`src/design/utf8_utf32_codepoint_convert_defines.svh`:
```
// ----------------------------------------------------------------------------
// utf8_utf32_codepoint_convert_defines.svh
// assertion macros shared by the converter rtl
// ----------------------------------------------------------------------------
`ifndef UTF8_UTF32_CODEPOINT_CONVERT_DEFINES_SVH
`define UTF8_UTF32_CODEPOINT_CONVERT_DEFINES_SVH

// plain property, sampled on clk_i, off while rst_ni is low
`define U8U_ASSERT(label, prop, msg) \
  label: assert property (@(posedge clk_i) disable iff (!rst_ni) (prop)) \
    else $error(msg);

// same-cycle implication
`define U8U_ASSERT_IMP(label, ante, cons, msg) \
  label: assert property (@(posedge clk_i) disable iff (!rst_ni) \
    (ante) |-> (cons)) else $error(msg);

// next-cycle implication
`define U8U_ASSERT_NEXT(label, ante, cons, msg) \
  label: assert property (@(posedge clk_i) disable iff (!rst_ni) \
    (ante) |=> (cons)) else $error(msg);

`endif

```
`src/design/u8u32cc_pkg.sv`:
```
// ----------------------------------------------------------------------------
// u8u32cc_pkg
// types and constants of the utf-8 / utf-32 code point converter
// ----------------------------------------------------------------------------
package u8u32cc_pkg;

  typedef enum logic {
    OP_DECODE = 1'b0,
    OP_ENCODE = 1'b1
  } op_e;

  localparam logic [2:0] MAX_WIN = 3'd4;

  localparam logic [7:0] ASCII_MAX    = 8'h7F;
  localparam logic [7:0] CONT_MIN     = 8'h80;
  localparam logic [7:0] CONT_MAX     = 8'hBF;
  localparam logic [7:0] LEAD2_MIN    = 8'hC2;
  localparam logic [7:0] LEAD2_MAX    = 8'hDF;
  localparam logic [7:0] LEAD3_MIN    = 8'hE0;
  localparam logic [7:0] LEAD3_MAX    = 8'hEF;
  localparam logic [7:0] LEAD_SURR    = 8'hED;
  localparam logic [7:0] LEAD4_MIN    = 8'hF0;
  localparam logic [7:0] LEAD4_MAX    = 8'hF4;
  localparam logic [7:0] E0_CONT_MIN  = 8'hA0;
  localparam logic [7:0] ED_CONT_MAX  = 8'h9F;
  localparam logic [7:0] F0_CONT_MIN  = 8'h90;
  localparam logic [7:0] F4_CONT_MAX  = 8'h8F;

  localparam logic [31:0] ONE_BYTE_MAX   = 32'h0000_007F;
  localparam logic [31:0] TWO_BYTE_MAX   = 32'h0000_07FF;
  localparam logic [31:0] THREE_BYTE_MAX = 32'h0000_FFFF;
  localparam logic [31:0] SURR_MIN       = 32'h0000_D800;
  localparam logic [31:0] SURR_MAX       = 32'h0000_DFFF;
  localparam logic [31:0] MAX_CODE_POINT = 32'h0010_FFFF;

  typedef struct packed {
    logic        ok;
    logic [2:0]  length;
    logic [20:0] code_out;
    logic [7:0]  out_byte0;
    logic [7:0]  out_byte1;
    logic [7:0]  out_byte2;
    logic [7:0]  out_byte3;
    logic [2:0]  subpart_len;
  } res_t;

endpackage

```
`src/design/u8u32cc_if.sv`:
```
// ----------------------------------------------------------------------------
// u8u32cc_if
// valid/ready channels of the code point converter
// ----------------------------------------------------------------------------
interface u8u32cc_in_if;
  logic        valid;
  logic        ready;
  logic        opcode;
  logic [7:0]  in_byte0;
  logic [7:0]  in_byte1;
  logic [7:0]  in_byte2;
  logic [7:0]  in_byte3;
  logic [2:0]  avail_bytes;
  logic [31:0] code_in;

  modport source (
    output valid, opcode, in_byte0, in_byte1, in_byte2, in_byte3, avail_bytes, code_in,
    input  ready
  );
  modport sink (
    input  valid, opcode, in_byte0, in_byte1, in_byte2, in_byte3, avail_bytes, code_in,
    output ready
  );
endinterface

interface u8u32cc_out_if;
  logic        valid;
  logic        ready;
  logic        ok;
  logic [2:0]  length;
  logic [20:0] code_out;
  logic [7:0]  out_byte0;
  logic [7:0]  out_byte1;
  logic [7:0]  out_byte2;
  logic [7:0]  out_byte3;
  logic [2:0]  subpart_len;

  modport source (
    output valid, ok, length, code_out, out_byte0, out_byte1, out_byte2, out_byte3,
           subpart_len,
    input  ready
  );
  modport sink (
    input  valid, ok, length, code_out, out_byte0, out_byte1, out_byte2, out_byte3,
           subpart_len,
    output ready
  );
endinterface

```
`src/design/utf8_utf32_codepoint_convert.sv`:
```
// ----------------------------------------------------------------------------
// utf8_utf32_codepoint_convert
// Converts one Unicode code point per transfer: decode of a strict UTF-8
// window of up to four bytes, or encode of a UTF-32 value into one to four
// bytes. An item is taken every clock cycle unless both registers are full
// and the output stalls. Items pass the input register, then the result
// register, with single-pass decoder and encoder logic between. A stalled
// output holds its result while one more item waits in the input register.
// ----------------------------------------------------------------------------
`include "utf8_utf32_codepoint_convert_defines.svh"

module utf8_utf32_codepoint_convert (
  input  logic          clk_i,
  input  logic          rst_ni,
  u8u32cc_in_if.sink    in_i,
  u8u32cc_out_if.source out_o
);

  typedef struct packed {
    logic        opcode;
    logic [7:0]  in_byte0;
    logic [7:0]  in_byte1;
    logic [7:0]  in_byte2;
    logic [7:0]  in_byte3;
    logic [2:0]  avail_bytes;
    logic [31:0] code_in;
  } item_t;

  logic              in_valid_q;
  item_t             in_item_q;
  logic              out_valid_q;
  u8u32cc_pkg::res_t out_res_q;
  u8u32cc_pkg::res_t out_res_d;
  u8u32cc_pkg::res_t dec_res;
  u8u32cc_pkg::res_t enc_res;
  logic              out_free;
  logic              in_free;

  assign out_free   = !out_valid_q || out_o.ready;
  assign in_free    = !in_valid_q || out_free;
  assign in_i.ready = in_free;

  u8u32cc_decode u_decode (
    .byte0_i (in_item_q.in_byte0),
    .byte1_i (in_item_q.in_byte1),
    .byte2_i (in_item_q.in_byte2),
    .byte3_i (in_item_q.in_byte3),
    .avail_i (in_item_q.avail_bytes),
    .res_o   (dec_res)
  );

  u8u32cc_encode u_encode (
    .code_i (in_item_q.code_in),
    .res_o  (enc_res)
  );

  assign out_res_d = (in_item_q.opcode == u8u32cc_pkg::OP_ENCODE) ? enc_res : dec_res;

  always_ff @(posedge clk_i or negedge rst_ni) begin
    if (!rst_ni) begin
      in_valid_q  <= 1'b0;
      out_valid_q <= 1'b0;
    end else begin
      if (in_free) begin
        in_valid_q <= in_i.valid;
      end
      if (out_free) begin
        out_valid_q <= in_valid_q;
      end
    end
  end

  always_ff @(posedge clk_i) begin
    if (in_i.valid && in_free) begin
      in_item_q.opcode      <= in_i.opcode;
      in_item_q.in_byte0    <= in_i.in_byte0;
      in_item_q.in_byte1    <= in_i.in_byte1;
      in_item_q.in_byte2    <= in_i.in_byte2;
      in_item_q.in_byte3    <= in_i.in_byte3;
      in_item_q.avail_bytes <= in_i.avail_bytes;
      in_item_q.code_in     <= in_i.code_in;
    end
    if (in_valid_q && out_free) begin
      out_res_q <= out_res_d;
    end
  end

  assign out_o.valid       = out_valid_q;
  assign out_o.ok          = out_res_q.ok;
  assign out_o.length      = out_res_q.length;
  assign out_o.code_out    = out_res_q.code_out;
  assign out_o.out_byte0   = out_res_q.out_byte0;
  assign out_o.out_byte1   = out_res_q.out_byte1;
  assign out_o.out_byte2   = out_res_q.out_byte2;
  assign out_o.out_byte3   = out_res_q.out_byte3;
  assign out_o.subpart_len = out_res_q.subpart_len;

  `U8U_ASSERT_NEXT(a_accept_loads, in_i.valid && in_i.ready, in_valid_q,
                   "accepted transfer not held in input register")

  `U8U_ASSERT_IMP(a_full_stall_blocks, in_valid_q && out_valid_q && !out_o.ready,
                  !in_i.ready, "input taken while both stages are full")

  `U8U_ASSERT_IMP(a_ok_consistent, out_valid_q && out_res_q.ok,
                  (out_res_q.length != 3'd0) && (out_res_q.subpart_len == 3'd0),
                  "successful result with zero length or a subpart")

  `U8U_ASSERT(a_error_clean,
              !out_valid_q || out_res_q.ok ||
              ((out_res_q.length == 3'd0) && (out_res_q.code_out == 21'd0)),
              "failed result carries a length or code point")

endmodule

```
`src/design/u8u32cc_decode.sv`:
```
// ----------------------------------------------------------------------------
// u8u32cc_decode
// strict utf-8 decoder for one code point with maximal subpart on error
// ----------------------------------------------------------------------------
module u8u32cc_decode (
  input  logic [7:0]        byte0_i,
  input  logic [7:0]        byte1_i,
  input  logic [7:0]        byte2_i,
  input  logic [7:0]        byte3_i,
  input  logic [2:0]        avail_i,
  output u8u32cc_pkg::res_t res_o
);

  function automatic logic is_cont(input logic [7:0] b);
    return (b >= u8u32cc_pkg::CONT_MIN) && (b <= u8u32cc_pkg::CONT_MAX);
  endfunction

  logic [2:0] win;
  logic [2:0] need;
  logic [2:0] k;
  logic [7:0] lo;
  logic [7:0] hi;
  logic       bad_lead;

  always_comb begin
    res_o = '0;

    win = (avail_i > u8u32cc_pkg::MAX_WIN) ? u8u32cc_pkg::MAX_WIN : avail_i;
    if (win >= 3'd2 && byte1_i == 8'h00) begin
      win = 3'd1;
    end else if (win >= 3'd3 && byte2_i == 8'h00) begin
      win = 3'd2;
    end else if (win >= 3'd4 && byte3_i == 8'h00) begin
      win = 3'd3;
    end

    // lead byte class and second byte range
    lo       = u8u32cc_pkg::CONT_MIN;
    hi       = u8u32cc_pkg::CONT_MAX;
    need     = 3'd0;
    bad_lead = 1'b0;
    if (byte0_i <= u8u32cc_pkg::ASCII_MAX) begin
      need = 3'd1;
    end else if (byte0_i >= u8u32cc_pkg::LEAD2_MIN && byte0_i <= u8u32cc_pkg::LEAD2_MAX) begin
      need = 3'd2;
    end else if (byte0_i >= u8u32cc_pkg::LEAD3_MIN && byte0_i <= u8u32cc_pkg::LEAD3_MAX) begin
      need = 3'd3;
      if (byte0_i == u8u32cc_pkg::LEAD3_MIN) lo = u8u32cc_pkg::E0_CONT_MIN;
      if (byte0_i == u8u32cc_pkg::LEAD_SURR) hi = u8u32cc_pkg::ED_CONT_MAX;
    end else if (byte0_i >= u8u32cc_pkg::LEAD4_MIN && byte0_i <= u8u32cc_pkg::LEAD4_MAX) begin
      need = 3'd4;
      if (byte0_i == u8u32cc_pkg::LEAD4_MIN) lo = u8u32cc_pkg::F0_CONT_MIN;
      if (byte0_i == u8u32cc_pkg::LEAD4_MAX) hi = u8u32cc_pkg::F4_CONT_MAX;
    end else begin
      bad_lead = 1'b1;
    end

    // length of the valid prefix
    k = 3'd1;
    if (win > 3'd1 && byte1_i >= lo && byte1_i <= hi) begin
      k = 3'd2;
      if (need > 3'd2 && win > 3'd2 && is_cont(byte2_i)) begin
        k = 3'd3;
        if (need > 3'd3 && win > 3'd3 && is_cont(byte3_i)) begin
          k = 3'd4;
        end
      end
    end

    if (win == 3'd0) begin
      res_o = '0;
    end else if (need == 3'd1) begin
      res_o.ok       = 1'b1;
      res_o.length   = 3'd1;
      res_o.code_out = {13'd0, byte0_i};
    end else if (bad_lead) begin
      res_o.subpart_len = 3'd1;
    end else if (k < need) begin
      res_o.subpart_len = k;
    end else begin
      res_o.ok     = 1'b1;
      res_o.length = need;
      case (need)
        3'd2:    res_o.code_out = {10'd0, byte0_i[4:0], byte1_i[5:0]};
        3'd3:    res_o.code_out = {5'd0, byte0_i[3:0], byte1_i[5:0], byte2_i[5:0]};
        default: res_o.code_out = {byte0_i[2:0], byte1_i[5:0], byte2_i[5:0], byte3_i[5:0]};
      endcase
    end
  end

endmodule

```
`src/design/u8u32cc_encode.sv`:
```
// ----------------------------------------------------------------------------
// u8u32cc_encode
// utf-32 to utf-8 encoder for one code point
// ----------------------------------------------------------------------------
module u8u32cc_encode (
  input  logic [31:0]       code_i,
  output u8u32cc_pkg::res_t res_o
);

  always_comb begin
    res_o = '0;
    if (code_i <= u8u32cc_pkg::ONE_BYTE_MAX) begin
      res_o.ok        = 1'b1;
      res_o.length    = 3'd1;
      res_o.out_byte0 = code_i[7:0];
    end else if (code_i <= u8u32cc_pkg::TWO_BYTE_MAX) begin
      res_o.ok        = 1'b1;
      res_o.length    = 3'd2;
      res_o.out_byte0 = {3'b110, code_i[10:6]};
      res_o.out_byte1 = {2'b10, code_i[5:0]};
    end else if (code_i <= u8u32cc_pkg::THREE_BYTE_MAX) begin
      if (code_i < u8u32cc_pkg::SURR_MIN || code_i > u8u32cc_pkg::SURR_MAX) begin
        res_o.ok        = 1'b1;
        res_o.length    = 3'd3;
        res_o.out_byte0 = {4'b1110, code_i[15:12]};
        res_o.out_byte1 = {2'b10, code_i[11:6]};
        res_o.out_byte2 = {2'b10, code_i[5:0]};
      end
    end else if (code_i <= u8u32cc_pkg::MAX_CODE_POINT) begin
      res_o.ok        = 1'b1;
      res_o.length    = 3'd4;
      res_o.out_byte0 = {5'b11110, code_i[20:18]};
      res_o.out_byte1 = {2'b10, code_i[17:12]};
      res_o.out_byte2 = {2'b10, code_i[11:6]};
      res_o.out_byte3 = {2'b10, code_i[5:0]};
    end
  end

endmodule
```
`src/flat_wrapper.sv`:
```
// flat-port wrapper written by rule: the top's interface ports become plain ports
module utf8_utf32_codepoint_convert_flat 
  (clk_i, rst_ni, in_i_valid, in_i_opcode, in_i_in_byte0, in_i_in_byte1, in_i_in_byte2, in_i_in_byte3, in_i_avail_bytes, in_i_code_in, in_i_ready, out_o_valid, out_o_ok, out_o_length, out_o_code_out, out_o_out_byte0, out_o_out_byte1, out_o_out_byte2, out_o_out_byte3, out_o_subpart_len, out_o_ready);
  u8u32cc_in_if in_i_i ();
  u8u32cc_out_if out_o_i ();
  input  logic clk_i;
  input  logic rst_ni;
  input wire logic [$bits(in_i_i.valid)-1:0] in_i_valid;
  input wire logic [$bits(in_i_i.opcode)-1:0] in_i_opcode;
  input wire logic [$bits(in_i_i.in_byte0)-1:0] in_i_in_byte0;
  input wire logic [$bits(in_i_i.in_byte1)-1:0] in_i_in_byte1;
  input wire logic [$bits(in_i_i.in_byte2)-1:0] in_i_in_byte2;
  input wire logic [$bits(in_i_i.in_byte3)-1:0] in_i_in_byte3;
  input wire logic [$bits(in_i_i.avail_bytes)-1:0] in_i_avail_bytes;
  input wire logic [$bits(in_i_i.code_in)-1:0] in_i_code_in;
  output wire logic [$bits(in_i_i.ready)-1:0] in_i_ready;
  output wire logic [$bits(out_o_i.valid)-1:0] out_o_valid;
  output wire logic [$bits(out_o_i.ok)-1:0] out_o_ok;
  output wire logic [$bits(out_o_i.length)-1:0] out_o_length;
  output wire logic [$bits(out_o_i.code_out)-1:0] out_o_code_out;
  output wire logic [$bits(out_o_i.out_byte0)-1:0] out_o_out_byte0;
  output wire logic [$bits(out_o_i.out_byte1)-1:0] out_o_out_byte1;
  output wire logic [$bits(out_o_i.out_byte2)-1:0] out_o_out_byte2;
  output wire logic [$bits(out_o_i.out_byte3)-1:0] out_o_out_byte3;
  output wire logic [$bits(out_o_i.subpart_len)-1:0] out_o_subpart_len;
  input wire logic [$bits(out_o_i.ready)-1:0] out_o_ready;
  assign in_i_i.valid = in_i_valid;
  assign in_i_i.opcode = in_i_opcode;
  assign in_i_i.in_byte0 = in_i_in_byte0;
  assign in_i_i.in_byte1 = in_i_in_byte1;
  assign in_i_i.in_byte2 = in_i_in_byte2;
  assign in_i_i.in_byte3 = in_i_in_byte3;
  assign in_i_i.avail_bytes = in_i_avail_bytes;
  assign in_i_i.code_in = in_i_code_in;
  assign in_i_ready = in_i_i.ready;
  assign out_o_valid = out_o_i.valid;
  assign out_o_ok = out_o_i.ok;
  assign out_o_length = out_o_i.length;
  assign out_o_code_out = out_o_i.code_out;
  assign out_o_out_byte0 = out_o_i.out_byte0;
  assign out_o_out_byte1 = out_o_i.out_byte1;
  assign out_o_out_byte2 = out_o_i.out_byte2;
  assign out_o_out_byte3 = out_o_i.out_byte3;
  assign out_o_subpart_len = out_o_i.subpart_len;
  assign out_o_i.ready = out_o_ready;
  utf8_utf32_codepoint_convert u_core (.clk_i(clk_i), .rst_ni(rst_ni), .in_i(in_i_i), .out_o(out_o_i));
endmodule
```
`config.mk`:
```
export PLATFORM = sky130hd
export DESIGN_NAME = utf8_utf32_codepoint_convert_flat
export DESIGN_NICKNAME = d
export VERILOG_FILES = /design/src/design/u8u32cc_pkg.sv /design/src/design/u8u32cc_if.sv /design/src/design/utf8_utf32_codepoint_convert.sv /design/src/design/u8u32cc_decode.sv /design/src/design/u8u32cc_encode.sv /design/src/flat_wrapper.sv
export VERILOG_INCLUDE_DIRS = /design/src /design/src/design
export SDC_FILE = /design/constraint.sdc
export NUM_CORES = 1
export LEC_CHECK = 0
export ABC_CLOCK_PERIOD_IN_PS = 4100
export BUFFER_PORTS_ARGS = -buffer_cell sky130_fd_sc_hd__buf_2
export CAP_MARGIN = 30
export CORE_MARGIN = 8
export CORE_UTILIZATION = 52
export CTS_BUF_LIST = sky130_fd_sc_hd__clkbuf_8
export DETAILED_ROUTE_END_ITERATION = 12
export PLACE_DENSITY = 0.81
export SETUP_SLACK_MARGIN = 0.5
export SLEW_MARGIN = 40
export SYNTH_ARGS = -nofsm -noshare
export SYNTH_HDL_FRONTEND = slang
export SYNTH_HIERARCHICAL = 1
export SYNTH_SLANG_ARGS = --single-unit
```
`constraint.sdc`:
```
create_clock -name clk_i -period 4.1 [get_ports clk_i]
set_input_delay 1.23 -clock clk_i [delete_from_list [all_inputs] [get_ports clk_i]]
set_output_delay 1.23 -clock clk_i [all_outputs]
set_load 0.1 [all_outputs]
```
======== After elaboration in Yosys (flattened, before gate mapping) ========
Index checks and enable logic that the tools add are counted.
storage, ports and cells
  output and inout bits ................... 62
  register bits after elaboration ......... 130
  word-level logic and storage cells ...... 143
  input bits .............................. 72
operators by class
  bitwise operators ....................... 3
  reduce and logical (&&, ||, !) cells .... 33
  muxes and demuxes ....................... 50
  order comparisons ....................... 29
  eq/ne operators ......................... 7
operator list
  operator                                                                            count
  25-bit two-way mux                                                                  4
  24-bit two-way mux                                                                  3
  8-bit two-way mux                                                                   8
  60-bit two-way mux                                                                  1
  3-bit two-way mux                                                                   15
  21-bit one-hot mux with 2 select lines                                              1
  8-bit greater-or-equal comparator, second input constant                            5
  8-bit less-or-equal comparator, second input constant                               5
  8-bit equality test, second input constant                                          4
  32-bit by 16-bit > comparator with 1-bit output, second input constant              1
  32-bit by 11-bit less-or-equal comparator with 1-bit output, second input constant  1
  32-bit by 16-bit less-or-equal comparator with 1-bit output, second input constant  1
  32-bit by 21-bit less-or-equal comparator with 1-bit output, second input constant  1
  32-bit by 7-bit less-or-equal comparator with 1-bit output, second input constant   1
  32-bit by 16-bit < comparator with 1-bit output, second input constant              1
  16-bit two-way mux                                                                  2
  32-bit two-way mux                                                                  1
  8-bit logical NOT                                                                   3
  6-bit two-way mux                                                                   4
  4-bit two-way mux                                                                   5
  1-bit logical AND                                                                   16
  5-bit OR reduction                                                                  3
  3-bit by 2-bit > comparator with 1-bit output, second input constant                4
  5-bit two-way mux                                                                   2
  18 further kinds                                                                    30

======== Depth between registers and ports, before layout ========
  word-level depth ........................ 19
  depth in mapped cells ................... 17
  gate-level depth less buffers ........... 15

======== Hierarchy ========
The synthesis kept the hierarchy.
modules (own cells, without submodules)
  module                        times used  cells an instance  area an instance (µm²)  sequential area each (µm²)
  utf8_utf32_codepoint_convert  1           203                4964.8                  3893.7
  u8u32cc_decode                1           190                1402.6                  0.0
  u8u32cc_encode                1           146                918.4                   0.0

======== Worst setup path before layout ========
Ideal clock, no wire load.
  path kind ............................... input port to flip-flop
  start point ............................. in out_o_ready
  end point ............................... reg u_core/in_item_q[0] in the netlist's numbering, enable pin
  path buffers ............................ 0
  arrival ................................. 3.724 ns
  data required time ...................... 3.667 ns
  slack ................................... -0.057 ns
  setup time .............................. 0.433 ns
  stages on the path ...................... 2
  cells stage by stage .................... nand3b_1 -> and2_1
between the ends
  cells in the longest elaborated chain, start to end .. 3
RTL lines
  element            line                                text
  from (decl)        flat_wrapper.sv:26                  input wire logic [$bits(out_o_i.ready)-1:0] out_o_ready;
  1-bit logical OR   utf8_utf32_codepoint_convert.sv:39  assign out_free = !out_valid_q || out_o.ready;
  1-bit logical OR   utf8_utf32_codepoint_convert.sv:40  assign in_free = !in_valid_q || out_free;
  1-bit logical AND  utf8_utf32_codepoint_convert.sv:74  if (in_i.valid && in_free) begin
  to (decl)          utf8_utf32_codepoint_convert.sv:30  item_t in_item_q;
No other way between the ends.
A chain may end at the register's enable or synchronous reset.

======== Final worst setup path ========
  start point ............................. reg u_core/in_item_q[63] in the netlist's numbering
  end point ............................... reg u_core.out_res_q (netlist bit u_core/out_o.code_out[1]) (data pin)
between the ends
  cells in the longest elaborated chain, start to end .. 16
  elaborated cells between the ends (all ways) .. 55
  those cells by class .................... order compare (12); eq/ne (7); mux (27); reduce/logical (9)
RTL lines
  element                                                                                     line                                text
  8-bit greater-or-equal comparator / 8-bit less-or-equal comparator (equally long branches)  u8u32cc_decode.sv:50                end else if (byte0_i >= u8u32cc_pkg::LEAD4_MIN && byte0_i <= u8u32cc_pkg::LEAD4_MAX) begin
  1-bit logical AND                                                                           u8u32cc_decode.sv:50
  3-bit two-way mux                                                                           u8u32cc_decode.sv:50
  3-bit two-way mux                                                                           u8u32cc_decode.sv:46                end else if (byte0_i >= u8u32cc_pkg::LEAD3_MIN && byte0_i <= u8u32cc_pkg::LEAD3_MAX) begin
  3-bit two-way mux                                                                           u8u32cc_decode.sv:44                end else if (byte0_i >= u8u32cc_pkg::LEAD2_MIN && byte0_i <= u8u32cc_pkg::LEAD2_MAX) begin
  3-bit two-way mux                                                                           u8u32cc_decode.sv:42                if (byte0_i <= u8u32cc_pkg::ASCII_MAX) begin
  3-bit by 2-bit > comparator with 1-bit output                                               u8u32cc_decode.sv:64                if (need > 3'd3 && win > 3'd3 && is_cont(byte3_i)) begin
  1-bit logical AND (2 in a row)                                                              u8u32cc_decode.sv:64
  3-bit two-way mux                                                                           u8u32cc_decode.sv:64
  3-bit two-way mux                                                                           u8u32cc_decode.sv:62                if (need > 3'd2 && win > 3'd2 && is_cont(byte2_i)) begin
  3-bit two-way mux                                                                           u8u32cc_decode.sv:60                if (win > 3'd1 && byte1_i >= lo && byte1_i <= hi) begin
  3-bit < comparator                                                                          u8u32cc_decode.sv:78                end else if (k < need) begin
  25-bit two-way mux                                                                          u8u32cc_decode.sv:78
  25-bit two-way mux                                                                          u8u32cc_decode.sv:76                end else if (bad_lead) begin
  25-bit two-way mux (*)                                                                      u8u32cc_decode.sv:72                end else if (need == 3'd1) begin
  to (signal assigned)                                                                        utf8_utf32_codepoint_convert.sv:84  out_res_q <= out_res_d;
  to (decl)                                                                                   utf8_utf32_codepoint_convert.sv:32  u8u32cc_pkg::res_t out_res_q;
Mark *: on every way between the ends. The rest lies on a longest branch, timed or not.

==> implementation parameters <==
Parameter                              Value

Run status
  Outcome ... finished clean

GRT
  First-pass GRT wire length ... 24,500 um
  Initial antenna violation count ... 0
  Aggregate global routing overflow ... 0
  Vias in the first global route ... 4,722
  Maximum number of pins on one net before global-route repair ... 61
  Total global routing track utilization ... 0.175

Logic synthesis
  Mapped cell area ... 7290 um^2
  Yosys warning count ... 6
  Mean area per synthesized cell ... 13.5 um^2
  Sequential cell area fraction in the yosys report ... 0.534
  Number of distinct library cell variants in the gate-level netlist after synthesis ... 67
  Most used DFF post-synth ... sky130_fd_sc_hd__edfxtp_1
  Seq cells post-synth ... 130
  Synth async-reset ratio ... 0.0154
  Cell count after synthesis ... 539
  EDFF count, synth ... 128

Route
  Post-detailed-route wirelength per cell ... 17.8 um
  Post-route ant nets ... 0
  Final wirelength ... 15,600 um
  First DRT Iteration DRCs ... 435
  Final routed DRC violation total ... 0
  Number of vias in the routed layout ... 4,668
  Detailed-routing iteration count for the pre-antenna-repair pass ... 5
  Via density ... 5.32

Clock tree
  Clk root buf ... sky130_fd_sc_hd__clkbuf_8
  CTS tree ... done
  Clock latency on the worst-skew pair ... 0.44 ns
  Number of clock buffers inserted by TritonCTS ... 17
  Maximum clock path buffer count ... 2
  Number of hold buffers added after CTS ... 0
  Post-CTS clock slew at the launch and capture registers of the worst setup and hold paths ... 0.07 ns
  Maximum level of the CTS H-tree ... 4
  Sinks on the clock net ... 130

Worst setup path
  Register-to-register setup slack ... 0.33 ns
  Startpoint type of the worst setup path ... flip-flop
  Slowest stage cell on the critical path ... sky130_fd_sc_hd__or4_4
  Launching point of the worst reg2reg path ... u_core/in_item_q[63]$_DFFE_PP_
  Cell breakdown of the critical path ... or4_4 > or3_1 > ha_1 > nor2b_1 > a311o_2 > nand4_4 > nor2_4 > ha_4 > a21oi_2 > nand2_2 > a211oi_4 > buf_4 > buf_12 > o31ai_1 > mux2_4
  Highest cell delay on the worst timing path ... 0.54 ns
  Required time reported for the critical path endpoint ... 4.29 ns
  Nature of the critical path endpoint ... flip-flop
  Destination of the worst register-to-register timing path ... u_core/out_o.code_out[1]$_DFFE_PP_
  WP data arrival ... 3.96 ns
  Worst-path maximum fanout ... 10
  Path type of the worst setup path ... flip-flop to flip-flop
  Number of cells on the worst reg-to-reg path ... 15

Power and ir drop
  Maximum vdd drop ... 0.233 mV
  Power per Cell Area ... 419 nW/um^2
  Leak Pwr ... 0.00346 uW

Placed design
  Number of buffers added on ports ... 133
  HPWL after DPL ... 11,400 um
  Routability congestion estimate from global placement ... 0.906

Finish
  Area growth from synthesis to final layout ... 15.2%
  Fill cell instance count of the final layout ... 1,100
  Utilization of the core after routing ... 0.609
  Net total in the final layout ... 762
  Fraction of layout cells with a size suffix above 1 ... 0.412
  Diodes inserted ... 0

STA
  Post-route setup TNS ... 0 ns
  Rel. slew slack ... 0.481
  Setup repair after global routing missed its margin ... true
  Final cycle utilization of the critical path ... 0.919
  Max-slew violation count ... 0
  Worst Max-Slew Pin Slew ... 0.774 ns
  Total setup violations reported at the end of the flow ... 0
  Highest clock rate ... 266 MHz
  Fin Clk Skew ... 0.00823 ns
  Min Tclk post-route ... 3.77 ns
  Hold violation total from the final report ... 0

Die
  Number of cell rows ... 43
  Effective utilization at floorplan ... 0.529
  Placeable core area ... 13,800 um^2
  Total Die Area ... 18,100 um^2
  Number of top-level design ports ... 134
  Chip Height ... 134 um
  Die outline width ... 134 um

Min path
  Hold Path Sink ... u_core/out_o.valid$_DFFE_PN0P_
  Min-Delay Startpoint ... u_core/in_valid_q$_DFFE_PN0P_
  Type of the most critical hold path ... flip-flop to flip-flop
  Hold Crit Depth ... 1

Run
  Max_cap viols ... 0
-- area by class of cell --
cell class | instances | area (um^2) | share of cell area
flip-flops and latches | 130 | 3890 | 0.464
multi-input cells | 366 | 2890 | 0.345
repair buffers | 159 | 933 | 0.111
clock buffers | 17 | 234 | 0.0279
well taps | 180 | 225 | 0.0268
clock inverters | 15 | 176 | 0.0210
inverters | 10 | 37.5 | 0.00447
-- cells in the final DEF (no fill, tap or decap), types with 12 or more instances in the layout --
master,instances
sky130_fd_sc_hd__buf_2,133
sky130_fd_sc_hd__inv_1,14
sky130_fd_sc_hd__nor3_2,13
sky130_fd_sc_hd__nor3_1,12
sky130_fd_sc_hd__mux2_4,60
sky130_fd_sc_hd__nor2_1,16
sky130_fd_sc_hd__and3_1,13
sky130_fd_sc_hd__conb_1,59
sky130_fd_sc_hd__edfxtp_1,128
sky130_fd_sc_hd__a21oi_1,23
sky130_fd_sc_hd__buf_4,20
sky130_fd_sc_hd__nand3_1,24
sky130_fd_sc_hd__nand2_1,19
sky130_fd_sc_hd__clkbuf_8,17
-- state kept, by name (all words and copies together), names as in the netlist --
name and cells:
u_core/in_valid_q 1, u_core/out_o.code_out 21, u_core/out_o.subpart_len 3, u_core/in_item_q 68
u_core/out_o.ok 1, u_core/out_o.out_byte1 8, u_core/out_o.out_byte3 8, u_core/out_o.out_byte2 8
u_core/out_o.length 3, u_core/out_o.valid 1, u_core/out_o.out_byte0 8
-- cells by family (layout without fill, tap and decap cells) --
group | Yosys count | count (layout) | synth area share
xor gates and xnor gates | 1 | 1 | 0.00120
buffers and inverters | 100 | 201 | 0.105
other | 2 | 59 | 0.00103
muxes | 60 | 60 | 0.124
adders and majority gates | 6 | 6 | 0.0103
and+or+nand+nor | 152 | 152 | 0.132
DFF | 130 | 130 | 0.534
AOI/OAI and AO/OA | 88 | 88 | 0.0924
-- metal layers --
layer	part of all wire	routed length, um	global-route usage	vias up
li1	-	-	-	2237
met5	0	0	0	-
met4	0.030	465	0.0873	0
met2	0.54	8380	0.311	187
met3	0.061	951	0.0464	33
met1	0.37	5840	0.188	2211
-- worst max-delay path by stage --
stage	endpoint	from	cells past startpoint
3_5_place_dp	u_core/out_o.ok$_DFFE_PP_	u_core/in_item_q[62]$_DFFE_PP_	13
4_1_cts	u_core/out_o.code_out[2]$_DFFE_PP_	u_core/in_item_q[63]$_DFFE_PP_	15
3_3_place_gp	u_core/out_o.ok$_DFFE_PP_	u_core/in_item_q[62]$_DFFE_PP_	13
2_1_floorplan	u_core/out_o.ok$_DFFE_PP_	u_core/in_item_q[63]$_DFFE_PP_	16
5_1_grt	u_core/out_o.ok$_DFFE_PP_	u_core/in_item_q[63]$_DFFE_PP_	16
6_report	u_core/out_o.code_out[1]$_DFFE_PP_	u_core/in_item_q[63]$_DFFE_PP_	15
-- metrics by stage --
stage                     hold WS [ns]  setup WS [ns]  instances  cell area (um^2)  power, uW
after floorplan                  0.449         0.0463        596              7500       2310
after global placement           0.466          0.269        836              7820       2390
after detailed placement         0.472          0.138        836              7820       2400
after CTS                        0.494          0.380        875              8340       3540
after global routing             0.521          0.163        877              8390       3640
final                            0.489          0.334        877              8390       3520
-- timing repair --
item,4_1_cts,5_1_grt
endpoints found under the hold margin,0,0
endpoints found under the setup margin,28,28
gates resized for setup,7,8
buffers inserted,5,2
cloned,2,0
pin swaps,4,4
-- cell usage after synthesis, types with 3 or more instances --
cell,instances,share of area
sky130_fd_sc_hd__ha_1,6,0.010
sky130_fd_sc_hd__buf_4,60,0.062
sky130_fd_sc_hd__nand3_1,24,0.016
sky130_fd_sc_hd__o22a_1,4,0.0048
sky130_fd_sc_hd__o21ai_0,7,0.0048
sky130_fd_sc_hd__a211oi_1,5,0.0052
sky130_fd_sc_hd__a22oi_1,6,0.0062
sky130_fd_sc_hd__nor2b_1,6,0.0052
sky130_fd_sc_hd__mux2_4,60,0.12
sky130_fd_sc_hd__buf_12,6,0.016
sky130_fd_sc_hd__a32o_1,7,0.0096
sky130_fd_sc_hd__clkbuf_1,8,0.0041
sky130_fd_sc_hd__nor4_1,7,0.0060
sky130_fd_sc_hd__inv_1,10,0.0052
sky130_fd_sc_hd__nand2b_1,5,0.0043
sky130_fd_sc_hd__nor3_2,13,0.018
sky130_fd_sc_hd__a31oi_1,6,0.0052
sky130_fd_sc_hd__nor2_1,17,0.0088
sky130_fd_sc_hd__and2_1,7,0.0060
sky130_fd_sc_hd__buf_2,8,0.0055
sky130_fd_sc_hd__edfxtp_1,128,0.53
sky130_fd_sc_hd__buf_6,8,0.012
sky130_fd_sc_hd__o31ai_1,7,0.0072
sky130_fd_sc_hd__and3_1,13,0.011
sky130_fd_sc_hd__a21oi_1,24,0.016
sky130_fd_sc_hd__a222oi_1,3,0.0041
sky130_fd_sc_hd__or4_4,3,0.0046
sky130_fd_sc_hd__nor3_1,13,0.0089
sky130_fd_sc_hd__nand2_1,20,0.010
-- report_power, final --
group / internal [uW] / switching [uW] / leakage, uW / total (uW)
logic: 190 / 561 / 0.00198 / 751
clock network: 647 / 482 / 0.000215 / 1130
registers: 1580 / 55.2 / 0.00127 / 1640
-- worst max-delay path: cells and delay by family (launching register included) --
family	cells	cell delay, ns
multiplexers	1	0.27
buffers and inverters	2	0.28
adder cells (fa/ha/maj)	2	0.50
flip-flops	1	0.40
AO/OA/AOI/OAI	4	0.81
AND/OR/NAND/NOR	6	1.25
Power figures use the tool's default switching activity.
